$ cat src/rtl/core/mbls_pkg.sv
// Package for the multi-bearer link selector: metric record, event and class
// codes, state encoding, per-bearer reset values, score tables, divide-by-ten.
// No dependencies.
package mbls_pkg;

    localparam int NB      = 5;
    localparam int SCORE_W = 21;

    localparam logic signed [SCORE_W-1:0] REJECT_SCORE = -21'sd1000000;

    // event codes
    localparam logic [2:0] REQ_SET_AVAIL = 3'd0;
    localparam logic [2:0] REQ_SET_REACH = 3'd1;
    localparam logic [2:0] REQ_SET_CLASS = 3'd2;
    localparam logic [2:0] REQ_SUCCESS   = 3'd3;
    localparam logic [2:0] REQ_FAILURE   = 3'd4;
    localparam logic [2:0] REQ_RETRY     = 3'd5;
    localparam logic [2:0] REQ_DECIDE    = 3'd6;

    // link classes
    localparam logic [2:0] CLS_UNKNOWN  = 3'd0;
    localparam logic [2:0] CLS_POOR     = 3'd1;
    localparam logic [2:0] CLS_MARGINAL = 3'd2;
    localparam logic [2:0] CLS_GOOD     = 3'd3;
    localparam logic [2:0] CLS_STRONG   = 3'd4;

    // config register indexes
    localparam logic [1:0] CFG_STALE  = 2'd0;
    localparam logic [1:0] CFG_HOLD   = 2'd1;
    localparam logic [1:0] CFG_MARGIN = 2'd2;

    typedef enum logic [3:0] {
        ST_IDLE,
        ST_PREP,
        ST_DIV_D,
        ST_DIV_L,
        ST_DIV_R,
        ST_WB,
        ST_SCAN,
        ST_HOLD,
        ST_ALT,
        ST_FIN,
        ST_OUT
    } mbls_state_t;

    typedef struct packed {
        logic        avail;
        logic        reach;
        logic [9:0]  deliv;
        logic [15:0] lat;
        logic [9:0]  retry;
        logic [2:0]  cls;
        logic [7:0]  fail;
        logic [31:0] last_ms;
    } mbls_rec_t;

    function automatic mbls_rec_t init_rec(input logic [2:0] b);
        mbls_rec_t r;
        r = '0;
        case (b)
            3'd0: begin r.deliv = 10'd780; r.lat = 16'd950; r.cls = CLS_GOOD;     end
            3'd1: begin r.deliv = 10'd600; r.lat = 16'd300; r.cls = CLS_UNKNOWN;  end
            3'd2: begin r.deliv = 10'd820; r.lat = 16'd180; r.cls = CLS_GOOD;     end
            3'd3: begin r.deliv = 10'd700; r.lat = 16'd260; r.cls = CLS_MARGINAL; end
            default: begin r.deliv = 10'd650; r.lat = 16'd450; r.cls = CLS_UNKNOWN; end
        endcase
        return r;
    endfunction

    function automatic logic signed [SCORE_W-1:0] class_points(input logic [2:0] c);
        case (c)
            CLS_STRONG:   return 21'sd700;
            CLS_GOOD:     return 21'sd450;
            CLS_MARGINAL: return 21'sd150;
            CLS_POOR:     return 21'sd0;
            default:      return 21'sd30;
        endcase
    endfunction

    // kind bonus - min(2*transition, 1600) - min(energy, 1000), folded per bearer
    function automatic logic signed [SCORE_W-1:0] fixed_points(input logic [2:0] b);
        case (b)
            3'd0:    return -21'sd340;
            3'd1:    return -21'sd2020;
            3'd2:    return -21'sd300;
            3'd3:    return -21'sd740;
            default: return -21'sd1260;
        endcase
    endfunction

    // sub-GHz radio for bearers 0 and 1, 2.4 GHz for the rest
    function automatic logic radio_of(input logic [2:0] b);
        return (b > 3'd1);
    endfunction

    // exact floor(x/10) for x < 2^22 by reciprocal multiply
    function automatic logic [19:0] div10(input logic [19:0] x);
        logic [42:0] p;
        p = 43'(x) * 43'd838861;
        return p[42:23];
    endfunction

endpackage

$ cat src/rtl/core/mbls_score.sv
// Score of one bearer from its metric record.
// Depends on mbls_pkg.
module mbls_score
    import mbls_pkg::*;
#(
    parameter int NUM_BEARERS = NB
) (
    input  mbls_rec_t                         rec,
    input  logic [$clog2(NUM_BEARERS)-1:0]    idx,
    input  logic [31:0]                       now_ms,
    input  logic [31:0]                       stale_limit_ms,
    output logic signed [SCORE_W-1:0]         score
);

    logic [31:0] age;
    logic        stale;
    logic [11:0] lat_c;
    logic [10:0] r2;
    logic [10:0] r_c;
    logic [16:0] f400;
    logic signed [SCORE_W-1:0] raw;

    always_comb begin
        age   = now_ms - rec.last_ms;
        stale = (rec.last_ms != 32'd0) && (age > stale_limit_ms) && (idx != '0);
        lat_c = (rec.lat > 16'd3000) ? 12'd3000 : rec.lat[11:0];
        r2    = {rec.retry, 1'b0};
        r_c   = (r2 > 11'd1600) ? 11'd1600 : r2;
        f400  = 17'(rec.fail) * 17'd400;
        raw   = $signed({8'b0, rec.deliv, 3'b0})
              + class_points(rec.cls)
              - $signed({9'b0, lat_c})
              - $signed({10'b0, r_c})
              - $signed({4'b0, f400})
              + fixed_points(3'(idx));
        if (!rec.avail || !rec.reach || stale) begin
            score = REJECT_SCORE;
        end else begin
            score = raw;
        end
    end

endmodule

$ cat src/rtl/core/multi_bearer_link_selector.sv
// Multi-bearer link selector top level: metric memory, event sequencer, decision.
// Depends on mbls_pkg and mbls_score.
//
// Usage:
//  - s_* channel carries event beats (valid/ready). Events 0..5 update the
//    metric record of one bearer; a decide event (6) yields one m_* beat with
//    primary/backup bearers, their scores and the advised retry rounds, FEC
//    and fragment size. Other events give no result; update events on bearers
//    5..7 and request code 7 are dropped at acceptance.
//  - cfg_we/cfg_index/cfg_data write the stale limit, hold window and switch
//    margin; write only while idle.
//  - One event at a time. A metric update runs from acceptance to the next
//    accept through read, three divide-by-ten steps on a shared reciprocal
//    multiplier and write-back. A decide runs through a pipelined read/score
//    pass over the five memory entries, hold check, optional backup pass
//    (when the backup must be searched on the other radio) and result load.
//  - The result sits in an output register; s_ready returns while it waits,
//    so update events proceed under a stalled receiver. A following decide
//    waits in its last step until the output register frees.
//  - Reset: all metrics read as their per-bearer defaults (valid bit per
//    entry), no previous decision, config registers at defaults. No clearing
//    pass is needed.
module multi_bearer_link_selector
    import mbls_pkg::*;
#(
    parameter int NUM_BEARERS = NB
) (
    input  logic                      aclk,
    input  logic                      aresetn,
    input  logic                      cfg_we,
    input  logic [1:0]                cfg_index,
    input  logic [31:0]               cfg_data,
    input  logic                      s_valid,
    output logic                      s_ready,
    input  logic [2:0]                s_req_type,
    input  logic [2:0]                s_bearer,
    input  logic                      s_flag,
    input  logic [2:0]                s_link_class,
    input  logic [15:0]               s_latency_ms,
    input  logic [31:0]               s_now_ms,
    output logic                      m_valid,
    input  logic                      m_ready,
    output logic                      m_has_primary,
    output logic [2:0]                m_primary_bearer,
    output logic signed [SCORE_W-1:0] m_primary_score,
    output logic                      m_has_backup,
    output logic [2:0]                m_backup_bearer,
    output logic signed [SCORE_W-1:0] m_backup_score,
    output logic [2:0]                m_retry_rounds,
    output logic                      m_use_fec,
    output logic [7:0]                m_fragment_bytes
);

    localparam int BW    = $clog2(NUM_BEARERS);
    localparam int CNT_W = $clog2(NUM_BEARERS + 2);
    localparam logic [CNT_W-1:0] SCAN_LAST = CNT_W'(NUM_BEARERS + 1);
    localparam logic [CNT_W-1:0] ALT_LAST  = CNT_W'(NUM_BEARERS - 1);

    // config
    logic [31:0] stale_reg, hold_reg;
    logic [16:0] margin_reg;

    // sequencer
    mbls_state_t state_reg, state_next;
    logic [2:0]  req_reg, cls_in_reg;
    logic [BW-1:0] bidx_reg;
    logic        flag_reg;
    logic [15:0] lat_in_reg;
    logic [31:0] now_reg;
    logic [CNT_W-1:0] cnt_reg;

    // metric memory
    mbls_rec_t   mem [NUM_BEARERS];
    logic [NUM_BEARERS-1:0] valid_reg;
    logic        rd_en, wr_en;
    logic [BW-1:0] rd_addr;
    mbls_rec_t   rd_rec_reg, eff, wr_rec;
    logic        rd_vld_reg;
    logic [BW-1:0] rd_idx_reg;

    // update datapath
    mbls_rec_t   wrk_reg;
    logic [19:0] num_d_reg, num_l_reg, num_r_reg;
    logic [9:0]  q_d_reg, q_r_reg;
    logic [15:0] q_l_reg;
    logic [19:0] div_in, div_out;

    // decide datapath
    logic signed [SCORE_W-1:0] score, sc_reg, best_reg, second_reg, ps_reg, bs_reg, ds_reg;
    logic [BW-1:0] sc_idx_reg, best_b_reg, second_b_reg, pb_reg, bb_reg, db_reg;
    logic signed [SCORE_W-1:0] scores_reg [NUM_BEARERS];
    logic [2:0]  clsa_reg [NUM_BEARERS];
    logic        hp_reg, hb_reg, alt_reg;
    logic        have_prev_reg;
    logic [BW-1:0] prev_pb_reg;
    logic [31:0] prev_ms_reg;

    // output register
    logic        m_valid_reg;
    logic        out_load;

    // hold-window evaluation
    logic signed [SCORE_W-1:0] old_s;
    logic signed [SCORE_W:0]   old_plus;
    logic        hold_hit, hp_n, hb_n, alt_n;
    logic [BW-1:0] pb_n, bb_n;
    logic signed [SCORE_W-1:0] ps_n, bs_n;
    logic [31:0] since_dec;
    logic signed [SCORE_W:0]   ds_plus;

    logic in_acc, upd_ok;
    logic [2:0]  pcls;
    logic [7:0]  fail_n;

    assign in_acc  = s_valid && s_ready;
    assign upd_ok  = (s_req_type != REQ_DECIDE) && (s_req_type != 3'd7) &&
                     (32'(s_bearer) < 32'(NUM_BEARERS));
    assign s_ready = (state_reg == ST_IDLE);
    assign out_load = (state_reg == ST_OUT) && (!m_valid_reg || m_ready);

    // config registers
    always_ff @(posedge aclk) begin
        if (!aresetn) begin
            stale_reg  <= 32'd30000;
            hold_reg   <= 32'd5000;
            margin_reg <= 17'd150;
        end else if (cfg_we) begin
            case (cfg_index)
                CFG_STALE:  stale_reg  <= cfg_data;
                CFG_HOLD:   hold_reg   <= cfg_data;
                CFG_MARGIN: margin_reg <= cfg_data[16:0];
                default: ;
            endcase
        end
    end

    // next state
    always_comb begin
        state_next = state_reg;
        case (state_reg)
            ST_IDLE: begin
                if (in_acc) begin
                    if (s_req_type == REQ_DECIDE) state_next = ST_SCAN;
                    else if (upd_ok)              state_next = ST_PREP;
                end
            end
            ST_PREP:  state_next = ST_DIV_D;
            ST_DIV_D: state_next = ST_DIV_L;
            ST_DIV_L: state_next = ST_DIV_R;
            ST_DIV_R: state_next = ST_WB;
            ST_WB:    state_next = ST_IDLE;
            ST_SCAN:  if (cnt_reg == SCAN_LAST) state_next = ST_HOLD;
            ST_HOLD:  state_next = alt_n ? ST_ALT : ST_FIN;
            ST_ALT:   if (cnt_reg == ALT_LAST) state_next = ST_FIN;
            ST_FIN:   state_next = ST_OUT;
            ST_OUT:   if (out_load) state_next = ST_IDLE;
            default:  state_next = ST_IDLE;
        endcase
    end

    always_ff @(posedge aclk) begin
        if (!aresetn) state_reg <= ST_IDLE;
        else          state_reg <= state_next;
    end

    // memory read control
    always_comb begin
        rd_en   = 1'b0;
        rd_addr = '0;
        if (state_reg == ST_IDLE && in_acc) begin
            if (s_req_type == REQ_DECIDE) begin
                rd_en = 1'b1;
            end else if (upd_ok) begin
                rd_en   = 1'b1;
                rd_addr = s_bearer[BW-1:0];
            end
        end else if (state_reg == ST_SCAN && cnt_reg < CNT_W'(NUM_BEARERS)) begin
            rd_en   = 1'b1;
            rd_addr = cnt_reg[BW-1:0];
        end
    end

    // unwritten entries read as their reset record
    assign eff = rd_vld_reg ? rd_rec_reg : init_rec(3'(rd_idx_reg));

    always_ff @(posedge aclk) begin
        if (wr_en) mem[bidx_reg] <= wr_rec;
        if (rd_en) rd_rec_reg <= mem[rd_addr];
    end

    always_ff @(posedge aclk) begin
        if (!aresetn) begin
            valid_reg  <= '0;
            rd_vld_reg <= 1'b0;
            rd_idx_reg <= '0;
        end else begin
            if (wr_en) valid_reg[bidx_reg] <= 1'b1;
            if (rd_en) begin
                rd_vld_reg <= valid_reg[rd_addr];
                rd_idx_reg <= rd_addr;
            end
        end
    end

    // shared divide-by-ten
    always_comb begin
        case (state_reg)
            ST_DIV_L: div_in = num_l_reg;
            ST_DIV_R: div_in = num_r_reg;
            default:  div_in = num_d_reg;
        endcase
        div_out = div10(div_in);
    end

    // write-back record
    always_comb begin
        wr_en  = (state_reg == ST_WB);
        wr_rec = wrk_reg;
        fail_n = (wrk_reg.fail < 8'd255) ? wrk_reg.fail + 8'd1 : wrk_reg.fail;
        case (req_reg)
            REQ_SET_AVAIL: begin
                wr_rec.avail = flag_reg;
                if (!flag_reg) begin
                    wr_rec.reach = 1'b0;
                    wr_rec.fail  = 8'd0;
                end
            end
            REQ_SET_REACH: wr_rec.reach = flag_reg;
            REQ_SET_CLASS: wr_rec.cls = cls_in_reg;
            REQ_SUCCESS: begin
                wr_rec.avail = 1'b1;
                wr_rec.reach = 1'b1;
                wr_rec.deliv = q_d_reg;
                wr_rec.lat   = q_l_reg;
                wr_rec.retry = q_r_reg;
                wr_rec.fail  = 8'd0;
                if (q_d_reg >= 10'd900)      wr_rec.cls = CLS_STRONG;
                else if (q_d_reg >= 10'd760) wr_rec.cls = CLS_GOOD;
                else                         wr_rec.cls = CLS_MARGINAL;
            end
            REQ_FAILURE: begin
                wr_rec.deliv = q_d_reg;
                wr_rec.fail  = fail_n;
                if (fail_n >= 8'd2) wr_rec.cls = CLS_POOR;
                if (fail_n >= 8'd3 && bidx_reg != '0) wr_rec.reach = 1'b0;
            end
            default: wr_rec.retry = (q_r_reg > 10'd1000) ? 10'd1000 : q_r_reg;
        endcase
        wr_rec.last_ms = now_reg;
    end

    mbls_score #(
        .NUM_BEARERS(NUM_BEARERS)
    ) u_score (
        .rec            (eff),
        .idx            (rd_idx_reg),
        .now_ms         (now_reg),
        .stale_limit_ms (stale_reg),
        .score          (score)
    );

    // hold window and backup radio check
    always_comb begin
        old_s     = scores_reg[prev_pb_reg];
        old_plus  = {old_s[SCORE_W-1], old_s} + $signed({5'b0, margin_reg});
        since_dec = now_reg - prev_ms_reg;
        hp_n      = (best_reg != REJECT_SCORE);
        hold_hit  = have_prev_reg && hp_n && (best_b_reg != prev_pb_reg) &&
                    (since_dec < hold_reg) && (old_s != REJECT_SCORE) &&
                    ($signed({best_reg[SCORE_W-1], best_reg}) < old_plus);
        if (hold_hit) begin
            pb_n = prev_pb_reg;  ps_n = old_s;
            bb_n = best_b_reg;   bs_n = best_reg;  hb_n = 1'b1;
        end else begin
            pb_n = best_b_reg;   ps_n = best_reg;
            bb_n = second_b_reg; bs_n = second_reg;
            hb_n = (second_reg != REJECT_SCORE);
        end
        alt_n   = hp_n && hb_n && (radio_of(3'(pb_n)) == radio_of(3'(bb_n)));
        ds_plus = {ds_reg[SCORE_W-1], ds_reg} + (SCORE_W+1)'(250);
        pcls    = clsa_reg[pb_reg];
    end

    // datapath
    always_ff @(posedge aclk) begin
        case (state_reg)
            ST_IDLE: begin
                if (in_acc) begin
                    req_reg    <= s_req_type;
                    bidx_reg   <= s_bearer[BW-1:0];
                    flag_reg   <= s_flag;
                    cls_in_reg <= s_link_class;
                    lat_in_reg <= s_latency_ms;
                    now_reg    <= s_now_ms;
                    cnt_reg    <= CNT_W'(1);
                    best_reg   <= REJECT_SCORE;
                    second_reg <= REJECT_SCORE;
                    best_b_reg   <= '0;
                    second_b_reg <= '0;
                end
            end
            ST_PREP: begin
                wrk_reg   <= eff;
                num_d_reg <= 20'(eff.deliv) * 20'd7 +
                             ((req_reg == REQ_SUCCESS) ? 20'd3000 : 20'd0);
                num_l_reg <= 20'(eff.lat) * 20'd7 + 20'(lat_in_reg) * 20'd3;
                num_r_reg <= {7'b0, eff.retry, 3'b0} +
                             ((req_reg == REQ_RETRY) ? 20'd2000 : 20'd0);
            end
            ST_DIV_D: q_d_reg <= div_out[9:0];
            ST_DIV_L: q_l_reg <= div_out[15:0];
            ST_DIV_R: q_r_reg <= div_out[9:0];
            ST_SCAN: begin
                cnt_reg <= cnt_reg + CNT_W'(1);
                if (cnt_reg <= CNT_W'(NUM_BEARERS)) begin
                    sc_reg     <= score;
                    sc_idx_reg <= rd_idx_reg;
                    scores_reg[rd_idx_reg] <= score;
                    clsa_reg[rd_idx_reg]   <= eff.cls;
                end
                if (cnt_reg >= CNT_W'(2)) begin
                    if (sc_reg > best_reg) begin
                        second_reg   <= best_reg;
                        second_b_reg <= best_b_reg;
                        best_reg     <= sc_reg;
                        best_b_reg   <= sc_idx_reg;
                    end else if (sc_reg > second_reg) begin
                        second_reg   <= sc_reg;
                        second_b_reg <= sc_idx_reg;
                    end
                end
            end
            ST_HOLD: begin
                hp_reg  <= hp_n;
                hb_reg  <= hb_n;
                pb_reg  <= pb_n;
                ps_reg  <= ps_n;
                bb_reg  <= bb_n;
                bs_reg  <= bs_n;
                alt_reg <= alt_n;
                ds_reg  <= REJECT_SCORE;
                db_reg  <= bb_n;
                cnt_reg <= '0;
            end
            ST_ALT: begin
                cnt_reg <= cnt_reg + CNT_W'(1);
                if (radio_of(3'(cnt_reg)) != radio_of(3'(pb_reg)) &&
                    scores_reg[cnt_reg[BW-1:0]] > ds_reg) begin
                    ds_reg <= scores_reg[cnt_reg[BW-1:0]];
                    db_reg <= cnt_reg[BW-1:0];
                end
            end
            ST_FIN: begin
                if (alt_reg && ds_reg != REJECT_SCORE &&
                    ds_plus >= $signed({bs_reg[SCORE_W-1], bs_reg})) begin
                    bb_reg <= db_reg;
                    bs_reg <= ds_reg;
                end
            end
            default: ;
        endcase
    end

    // previous decision and result register
    always_ff @(posedge aclk) begin
        if (!aresetn) begin
            have_prev_reg <= 1'b0;
            prev_pb_reg   <= '0;
            prev_ms_reg   <= 32'd0;
            m_valid_reg   <= 1'b0;
        end else begin
            if (out_load) begin
                m_valid_reg <= 1'b1;
                if (hp_reg) begin
                    have_prev_reg <= 1'b1;
                    prev_pb_reg   <= pb_reg;
                    prev_ms_reg   <= now_reg;
                end
            end else if (m_ready) begin
                m_valid_reg <= 1'b0;
            end
        end
    end

    always_ff @(posedge aclk) begin
        if (out_load) begin
            m_has_primary    <= hp_reg;
            m_primary_bearer <= 3'(pb_reg);
            m_primary_score  <= ps_reg;
            m_has_backup     <= hb_reg;
            m_backup_bearer  <= 3'(bb_reg);
            m_backup_score   <= bs_reg;
            if (!hp_reg) begin
                m_retry_rounds <= 3'd2; m_use_fec <= 1'b0; m_fragment_bytes <= 8'd96;
            end else begin
                case (pcls)
                    CLS_STRONG: begin
                        m_retry_rounds <= 3'd1; m_use_fec <= 1'b0; m_fragment_bytes <= 8'd160;
                    end
                    CLS_GOOD: begin
                        m_retry_rounds <= 3'd2; m_use_fec <= 1'b0; m_fragment_bytes <= 8'd128;
                    end
                    CLS_MARGINAL: begin
                        m_retry_rounds <= 3'd3; m_use_fec <= 1'b1; m_fragment_bytes <= 8'd80;
                    end
                    default: begin
                        m_retry_rounds <= 3'd4; m_use_fec <= 1'b1; m_fragment_bytes <= 8'd56;
                    end
                endcase
            end
        end
    end

    assign m_valid = m_valid_reg;

    // checks
    a_no_primary_score: assert property (@(posedge aclk) disable iff (!aresetn)
        (m_valid && !m_has_primary) |-> (m_primary_score == REJECT_SCORE))
        else $error("primary score set without primary");

    a_no_backup_score: assert property (@(posedge aclk) disable iff (!aresetn)
        (m_valid && !m_has_backup) |-> (m_backup_score == REJECT_SCORE))
        else $error("backup score set without backup");

    a_prev_in_range: assert property (@(posedge aclk) disable iff (!aresetn)
        have_prev_reg |-> (32'(prev_pb_reg) < 32'(NUM_BEARERS)))
        else $error("previous primary out of range");

    a_wb_only_from_div: assert property (@(posedge aclk) disable iff (!aresetn)
        wr_en |-> $past(state_reg == ST_DIV_R))
        else $error("write-back without divide sequence");

endmodule
$ cat config.mk
export PLATFORM = sky130hd
export DESIGN_NAME = multi_bearer_link_selector
export DESIGN_NICKNAME = d
export VERILOG_FILES = /design/src/rtl/core/mbls_pkg.sv /design/src/rtl/core/mbls_score.sv /design/src/rtl/core/multi_bearer_link_selector.sv
export SDC_FILE = /design/constraint.sdc
export NUM_CORES = 2
export LEC_CHECK = 0
export ABC_AREA = 1
export BUFFER_PORTS_ARGS = -buffer_cell sky130_fd_sc_hd__buf_2
export CAP_MARGIN = 10
export CELL_PAD_IN_SITES_DETAIL_PLACEMENT = 0
export CELL_PAD_IN_SITES_GLOBAL_PLACEMENT = 1
export CORE_UTILIZATION = 40
export CTS_BUF_LIST = sky130_fd_sc_hd__clkbuf_4 sky130_fd_sc_hd__clkbuf_8
export CTS_CLUSTER_DIAMETER = 60
export DETAILED_ROUTE_END_ITERATION = 6
export PLACE_DENSITY = 0.76
export SLEW_MARGIN = 20
export SYNTH_ARGS = -nofsm -noshare
export SYNTH_HDL_FRONTEND = slang
export SYNTH_SLANG_ARGS = --single-unit
$ cat constraint.sdc
create_clock -name aclk -period 15.4 [get_ports aclk]
set_clock_uncertainty 0.15 [all_clocks]
set_input_delay 3.08 -clock aclk [delete_from_list [all_inputs] [get_ports aclk]]
set_output_delay 3.08 -clock aclk [all_outputs]
set_load 0.005 [all_outputs]
### Word level (Yosys, flattened, before mapping)

Memories as Yosys holds them, arrays and structs flattened. A register that Yosys moved wholly into a read port is not among the register bits.
Index checks and enable logic that the tools add are counted.

| word-level totals | value |
|---|---|
| register bits after elaboration | 546 |
| latch bits | 0 |
| memory bits (writable) | 525 |
| bits in read-only memories | 0 |
| output and inout bits | 64 |
| logic and storage cells | 299 |
| memories | 3 |

Memories:

| name | depth | width | rd ports | clocked after memory_dff | write ports | RTL line | source |
|---|---|---|---|---|---|---|---|
| mem | 5 | 81 | 1 | 1 | 1 | multi_bearer_link_selector.sv:73 | `mbls_rec_t mem [NUM_BEARERS];` |
| scores_reg | 5 | 21 | 2 | 2 | 1 | multi_bearer_link_selector.sv:91 | `logic signed [SCORE_W-1:0] scores_reg [NUM_BEARERS];` |
| clsa_reg | 5 | 3 | 1 | 1 | 1 | multi_bearer_link_selector.sv:92 | `logic [2:0] clsa_reg [NUM_BEARERS];` |

| operators by class | value |
|---|---|
| add/subtract/negate cells | 14 |
| $mul | 5 |
| div/mod/pow operators | 0 |
| order comparisons | 26 |
| eq/ne operators | 49 |
| shift-type cells | 0 |
| muxes and demuxes | 91 |
| bitwise gates (word level) | 1 |
| reduce and logical (&&, ||, !) cells | 55 |

Operators by type and width:

| cell | count |
|---|---|
| $mux 21 | 11 |
| $pmux 21 s2 | 4 |
| $pmux 25 s4 | 1 |
| $ne 21x21->1 const B | 4 |
| $mux 81 | 1 |
| $sub 32x32->32 | 2 |
| $gt 21x21->1 | 3 |
| $mux 3 | 21 |
| $pmux 8 s3 | 2 |
| $pmux 11 s4 | 1 |
| $pmux 10 s4 | 1 |
| $pmux 20 s2 | 1 |
| $pmux 4 s10 | 1 |
| $mul 20x20->39 const B | 1 |
| $gt 32x32->1 | 1 |
| $lt 32x32->1 | 1 |
| $reduce_bool 32->1 | 1 |
| $pmux 3 s3 | 3 |
| $eq 3x2->1 const B | 8 |
| $mux 12 | 2 |
| $mux 4 | 6 |
| $pmux 3 s2 | 4 |
| $add 21x18->22 | 1 |
| $add 21x9->22 const B | 1 |
| other kinds (68) | 159 |

### Longest topological paths before layout

| logic depth | value |
|---|---|
| depth after elaboration | 12 |
| mapped depth | 42 |

### By module

From an unflattened synthesis, not the netlist that was laid out.

| unflattened totals | value |
|---|---|
| cells, all modules | 6,741 |
| area, all modules | 66,452.5 µm² |

By module, submodules not included:

| module | times used | cells each | area each (µm²) |
|---|---|---|---|
| multi_bearer_link_selector | 1 | 5,796 | 60,569.3 |
| mbls_score | 1 | 945 | 5,883.1 |

### Worst setup path before layout

Ideal clock, no wire load.

| timing path | value |
|---|---|
| path type | input to register |
| from | input s_bearer[1] |
| to | register rd_vld_reg |
| library setup time | 0.071 ns |
| data arrival time | 10.457 ns |
| required time | 15.179 ns |
| setup slack | 4.722 ns |
| stages | 9 |
| cells stage by stage | o21ai_0 > nand2_1 > inv_1 > nor2_1 > o21ai_0 > inv_1 > a21oi_1 > o21ai_0 > a21oi_1 |

| between the ends | value |
|---|---|
| elaborated cells on any way between the ends | 10 |

RTL lines:

| element | RTL line | source |
|---|---|---|
| start, declared | multi_bearer_link_selector.sv:36 | `input logic [2:0] s_bearer,` |
| $lt 3x3->1 | multi_bearer_link_selector.sv:117 | `(32'(s_bearer) < 32'(NUM_BEARERS));` |
| $logic_and 1x1->1 | multi_bearer_link_selector.sv:116 | `assign upd_ok = (s_req_type != REQ_DECIDE) && (s_req_type != 3'd7) &&` |
| $mux 1 | multi_bearer_link_selector.sv:173 | `end else if (upd_ok) begin` |
| $mux 1 | multi_bearer_link_selector.sv:171 | `if (s_req_type == REQ_DECIDE) begin` |
| $mux 1 | multi_bearer_link_selector.sv:170 | `if (state_reg == ST_IDLE && in_acc) begin` |
| net rd_en | multi_bearer_link_selector.sv:75 | `logic rd_en, wr_en;` |
| end signal, assigned | multi_bearer_link_selector.sv:199 | `rd_vld_reg <= valid_reg[rd_addr];` |
| end, declared | multi_bearer_link_selector.sv:78 | `logic rd_vld_reg;` |

The timed path passes the listed nets, and every way through them passes these cells. The select of a mux whose other input is x is not followed.
A chain may end at the register's enable or synchronous reset.

### Worst setup path in the final report

| timing path | value |
|---|---|
| from | register rd_idx_reg[2] |
| to | memory scores_reg[4][18] (data pin) |

| between the ends | value |
|---|---|
| longest elaborated chain between the ends | 12 |
| elaborated cells on any way between the ends | 25 |

RTL lines:

| element | RTL line | source |
|---|---|---|
| start, declared | multi_bearer_link_selector.sv:79 | `logic [BW-1:0] rd_idx_reg;` |
| start signal, assigned | multi_bearer_link_selector.sv:200 | `rd_idx_reg <= rd_addr;` |
| $eq 3x2->1 / $logic_not 3->1 (equally long branches) | mbls_pkg.sv:60, mbls_pkg.sv:82 |  |
| $reduce_or 2->1 (no source line) | n/a |  |
| $pmux 2 s2 | mbls_pkg.sv:60 | `case (b)` |
| $mux 81 | multi_bearer_link_selector.sv:184 | `assign eff = rd_vld_reg ? rd_rec_reg : init_rec(3'(rd_idx_reg));` |
| $eq 3x1->1 (tied with other cells) | mbls_pkg.sv:71 | `case (c)` |
| $pmux 10 s4 | mbls_pkg.sv:71 |  |
| $add 13x10->14 | mbls_score.sv:31 | `+ class_points(rec.cls)` |
| $sub 21x13->21 | mbls_score.sv:32 | `- $signed({9'b0, lat_c})` |
| $sub 21x12->21 | mbls_score.sv:33 | `- $signed({10'b0, r_c})` |
| $sub 21x18->21 | mbls_score.sv:34 | `- $signed({4'b0, f400})` |
| $add 21x12->21 | mbls_score.sv:35 | `+ fixed_points(3'(idx));` |
| $mux 21 (*) | mbls_score.sv:36 | `if (!rec.avail \|\| !rec.reach \|\| stale) begin` |
| net score[18] | multi_bearer_link_selector.sv:89 | `logic signed [SCORE_W-1:0] score, sc_reg, best_reg, second_reg, ps_reg, bs_reg, ds_reg;` |
| end, declared | multi_bearer_link_selector.sv:91 |  |

The timed path passes the listed nets; every way through them passes the cells marked *.

==> results.json <==
{
  "outcome": "finished with violations",
  "violated_checks": "design-rule violations",
  "stdcell_area_sq_um": 72600,
  "cts_tree": "built",
  "drtPass1Iterations": 7,
  "max-slew-margin-rel_pct": 25.1,
  "yosys_most_used_dff": "sky130_fd_sc_hd__edfxtp_1",
  "gr-usage-all-layers_pct": 22.1,
  "synth_warnings": 0,
  "synth_seq_cells": 1140,
  "synth.top_cells.by_area": "sky130_fd_sc_hd__edfxtp_1 (46%), sky130_fd_sc_hd__ha_1 (11%), sky130_fd_sc_hd__fa_1 (7.2%), sky130_fd_sc_hd__nand2_1 (5.4%), sky130_fd_sc_hd__inv_1 (5.2%)",
  "timing.fmax_ghz": 0.126,
  "post_cts_hold_buffer_count": 0,
  "synth_edf_count": 1000,
  "critical_path.endpoint_type": "flop",
  "postRouteAntennaNets": 0,
  "cts_inserted_buffers": 187,
  "fill_cells": 15444,
  "commonest_cells_after_routing_fill_and_taps_aside": "sky130_fd_sc_hd__edfxtp_1 (1000), sky130_fd_sc_hd__nand2_1 (945), sky130_fd_sc_hd__inv_1 (901)",
  "max_ffs_per_register": 405,
  "nNetsFinal": 7596,
  "grt_setup_unrepaired": "no",
  "yosysUniqueCellTypes": 65,
  "syn-cell-area_sq_um": 65500,
  "clk_latency_worst_skew_pair_ns": 0.95,
  "cts_root_buf": "sky130_fd_sc_hd__clkbuf_8",
  "post-synth-top-area-cell": "sky130_fd_sc_hd__edfxtp_1",
  "routabilityCongestion": 0.941,
  "global_route.overflow_total": 0,
  "placement_rows": 148,
  "detail_placement_hpwl_um": 135000,
  "worst-path-max-fanout": 9,
  "cts.sinks": 1140,
  "count_of_mapped_cells_out_of_synthesis": 6491,
  "synthDominantCellAreaShare_pct": 45.9,
  "postPlaceCellArea_sq_um": 68700,
  "htree_num_levels": 4,
  "hold_violations": 0,
  "cts_setup_buffers": 0,
  "routed_via_density": 5.18,
  "timing_worst_setup_path_type": "flop to flop",
  "vias": 46774,
  "postSynth.asyncResetShare_pct": 0,
  "route.detailed.wl_per_inst_um": 20.2,
  "layout_commonest_cell": "sky130_fd_sc_hd__edfxtp_1",
  "numPortBuffers": 157,
  "placeableCoreArea_sq_um": 163000,
  "crit_arrival_ns": 8.48,
  "seq_area_frac_synth_pct": 50.1,
  "drt_first_iter_violations": 3843,
  "timing.final.setup_violations": 0,
  "initial_core_utilization_pct": 40.3,
  "global_route_wire_length_before_repair_um": 275000,
  "worstHoldPathType": "flop to flop",
  "maxCapViolCount": 0,
  "crit_required_ns": 15.91,
  "wl_um": 183000,
  "boundaryPins": 161,
  "die_h_um": 407,
  "crit_path_start_kind": "flop",
  "antenna_found_initial": 6,
  "register_clock_pin_slew_on_the_reported_worst_setup_and_hold_paths_ns": 0.07,
  "die_area_sq_um": 165000,
  "post-route-min-period_ns": 7.97,
  "chipWidth_um": 407,
  "drt_drc_violations_left": 3,
  "max-clock-path-buffers": 3,
  "grt_max_degree": 92,
  "cts_repair_resize_count": 0,
  "synth_area_per_cell_sq_um": 10.1,
  "grt_pass1_vias": 45308,
  "layout-drive-gt1-share_pct": 8.69,
  "final_min_period_over_clock_period_pct": 51.7,
  "synthToLayoutAreaGrowth_pct": 10.8,
  "timing_max_transition_violations_final": 0,
  "worstMarginPinSlew_ns": 1.12,
  "fin_setup_tns_ns": 0
}
-- critical path, stage by stage (launching register included) --
cell and delay [ns]:
sky130_fd_sc_hd__dfxtp_1 0.41, sky130_fd_sc_hd__nor2_1 0.33, sky130_fd_sc_hd__inv_1 0.10, sky130_fd_sc_hd__nor2_1 0.72, sky130_fd_sc_hd__a21boi_0 0.55, sky130_fd_sc_hd__nor4_1 0.88
sky130_fd_sc_hd__nand3_1 0.16, sky130_fd_sc_hd__nand2_1 0.28, sky130_fd_sc_hd__nand2_1 0.14, sky130_fd_sc_hd__fa_1 0.55, sky130_fd_sc_hd__inv_1 0.05, sky130_fd_sc_hd__fa_1 0.57
sky130_fd_sc_hd__fa_1 0.45, sky130_fd_sc_hd__ha_1 0.38, sky130_fd_sc_hd__a21oi_1 0.14, sky130_fd_sc_hd__nand2_1 0.09, sky130_fd_sc_hd__a21oi_1 0.14, sky130_fd_sc_hd__o21ai_0 0.13
sky130_fd_sc_hd__nand3_1 0.09, sky130_fd_sc_hd__nand2_1 0.08, sky130_fd_sc_hd__a31oi_1 0.24, sky130_fd_sc_hd__o21ai_0 0.19, sky130_fd_sc_hd__nand2_1 0.11, sky130_fd_sc_hd__nand2_1 0.06
sky130_fd_sc_hd__a22o_1 0.20, sky130_fd_sc_hd__nor2_1 0.50
-- final cells by class --
cell class	count	area, sq um	area share, %
sequential	1140	32800	45.3
multi-input combinational	4245	28500	39.2
inverter	920	3470	4.78
clock buffer	242	3040	4.19
tap	2175	2720	3.75
timing repair buffer	214	1210	1.67
clock inverter	97	800	1.10
antenna	5	12.5	0.0172
-- cells in the mapped netlist (8+ instances only) --
| master | instances |
|---|---|
| sky130_fd_sc_hd__o221ai_1 | 11 |
| sky130_fd_sc_hd__nand3_1 | 150 |
| sky130_fd_sc_hd__o21ai_1 | 21 |
| sky130_fd_sc_hd__a21boi_0 | 8 |
| sky130_fd_sc_hd__nor4_1 | 23 |
| sky130_fd_sc_hd__buf_2 | 48 |
| sky130_fd_sc_hd__inv_1 | 905 |
| sky130_fd_sc_hd__nor3_1 | 54 |
| sky130_fd_sc_hd__ha_1 | 556 |
| sky130_fd_sc_hd__xor2_1 | 119 |
| sky130_fd_sc_hd__dfxtp_1 | 140 |
| sky130_fd_sc_hd__nand2_1 | 948 |
| sky130_fd_sc_hd__o21bai_1 | 15 |
| sky130_fd_sc_hd__a21o_1 | 8 |
| sky130_fd_sc_hd__clkbuf_1 | 121 |
| sky130_fd_sc_hd__inv_2 | 8 |
| sky130_fd_sc_hd__o21ai_0 | 515 |
| sky130_fd_sc_hd__o21a_1 | 15 |
| sky130_fd_sc_hd__nand4_1 | 66 |
| sky130_fd_sc_hd__a21oi_1 | 456 |
| sky130_fd_sc_hd__or2_2 | 30 |
| sky130_fd_sc_hd__o211ai_1 | 35 |
| sky130_fd_sc_hd__a211oi_1 | 13 |
| sky130_fd_sc_hd__fa_1 | 235 |
| sky130_fd_sc_hd__edfxtp_1 | 1000 |
| sky130_fd_sc_hd__nor2_1 | 724 |
| sky130_fd_sc_hd__xnor2_1 | 51 |
| sky130_fd_sc_hd__a31oi_1 | 108 |
-- metal layers --
| layer | wire length, um | vias up | track usage, % |
|---|---|---|---|
| met4 | 4090 | 2 | 6.32 |
| met3 | 12500 | 231 | 3.63 |
| met1 | 83000 | 22568 | 31.3 |
| li1 | - | 22525 | - |
| met5 | 12 | - | 0 |
| met2 | 83100 | 1448 | 34.9 |
-- worst paths after layout --
| kind | start | to | slack [ns] | cells after the start |
|---|---|---|---|---|
| worst max register to register | rd_idx_reg[2]$_SDFFE_PN0P_ | scores_reg[4][18]$_DFFE_PP_ | 7.43 | 25 |
| worst min register to register | ps_reg[7]$_DFFE_PP_ | m_primary_score[7]$_DFFE_PP_ | 0.27 | 0 |
| worst min-delay path | ps_reg[7]$_DFFE_PP_ | m_primary_score[7]$_DFFE_PP_ | 0.27 | 0 |
| worst max-delay path | rd_idx_reg[2]$_SDFFE_PN0P_ | scores_reg[4][18]$_DFFE_PP_ | 7.43 | 25 |
-- stage by stage --
stage / hold slack, ns / util [%] / cells / setup slack (ns)
after CTS: 0.269 / 44.6 / 9033 / 7.47
after global routing: 0.274 / 44.6 / 9035 / 6.80
after floorplan: 0.250 / - / 6493 / 4.72
after global placement: 0.255 / 42.3 / 8694 / 7.63
final: 0.267 / 44.6 / 9038 / 7.43
after detailed placement: 0.255 / 42.3 / 8694 / 7.51
-- kinds of logic (layout without fill, tap and decap cells) --
group           count (synthesis)  in the layout  synth area share, %
mux                             3              3               0.0459
xor+xnor                      170            170                 2.27
simple gates                 2026           2026                 12.7
flops                        1140           1140                 50.1
fa+ha+maj                     791            791                 17.8
compound gates               1252           1252                 10.5
other cells                     1              8              0.00573
buf+inv                      1108           1473                 6.58
Power is not shown: default switching activity piles up to over one toggle a cycle in this logic, so the estimate is an artifact.
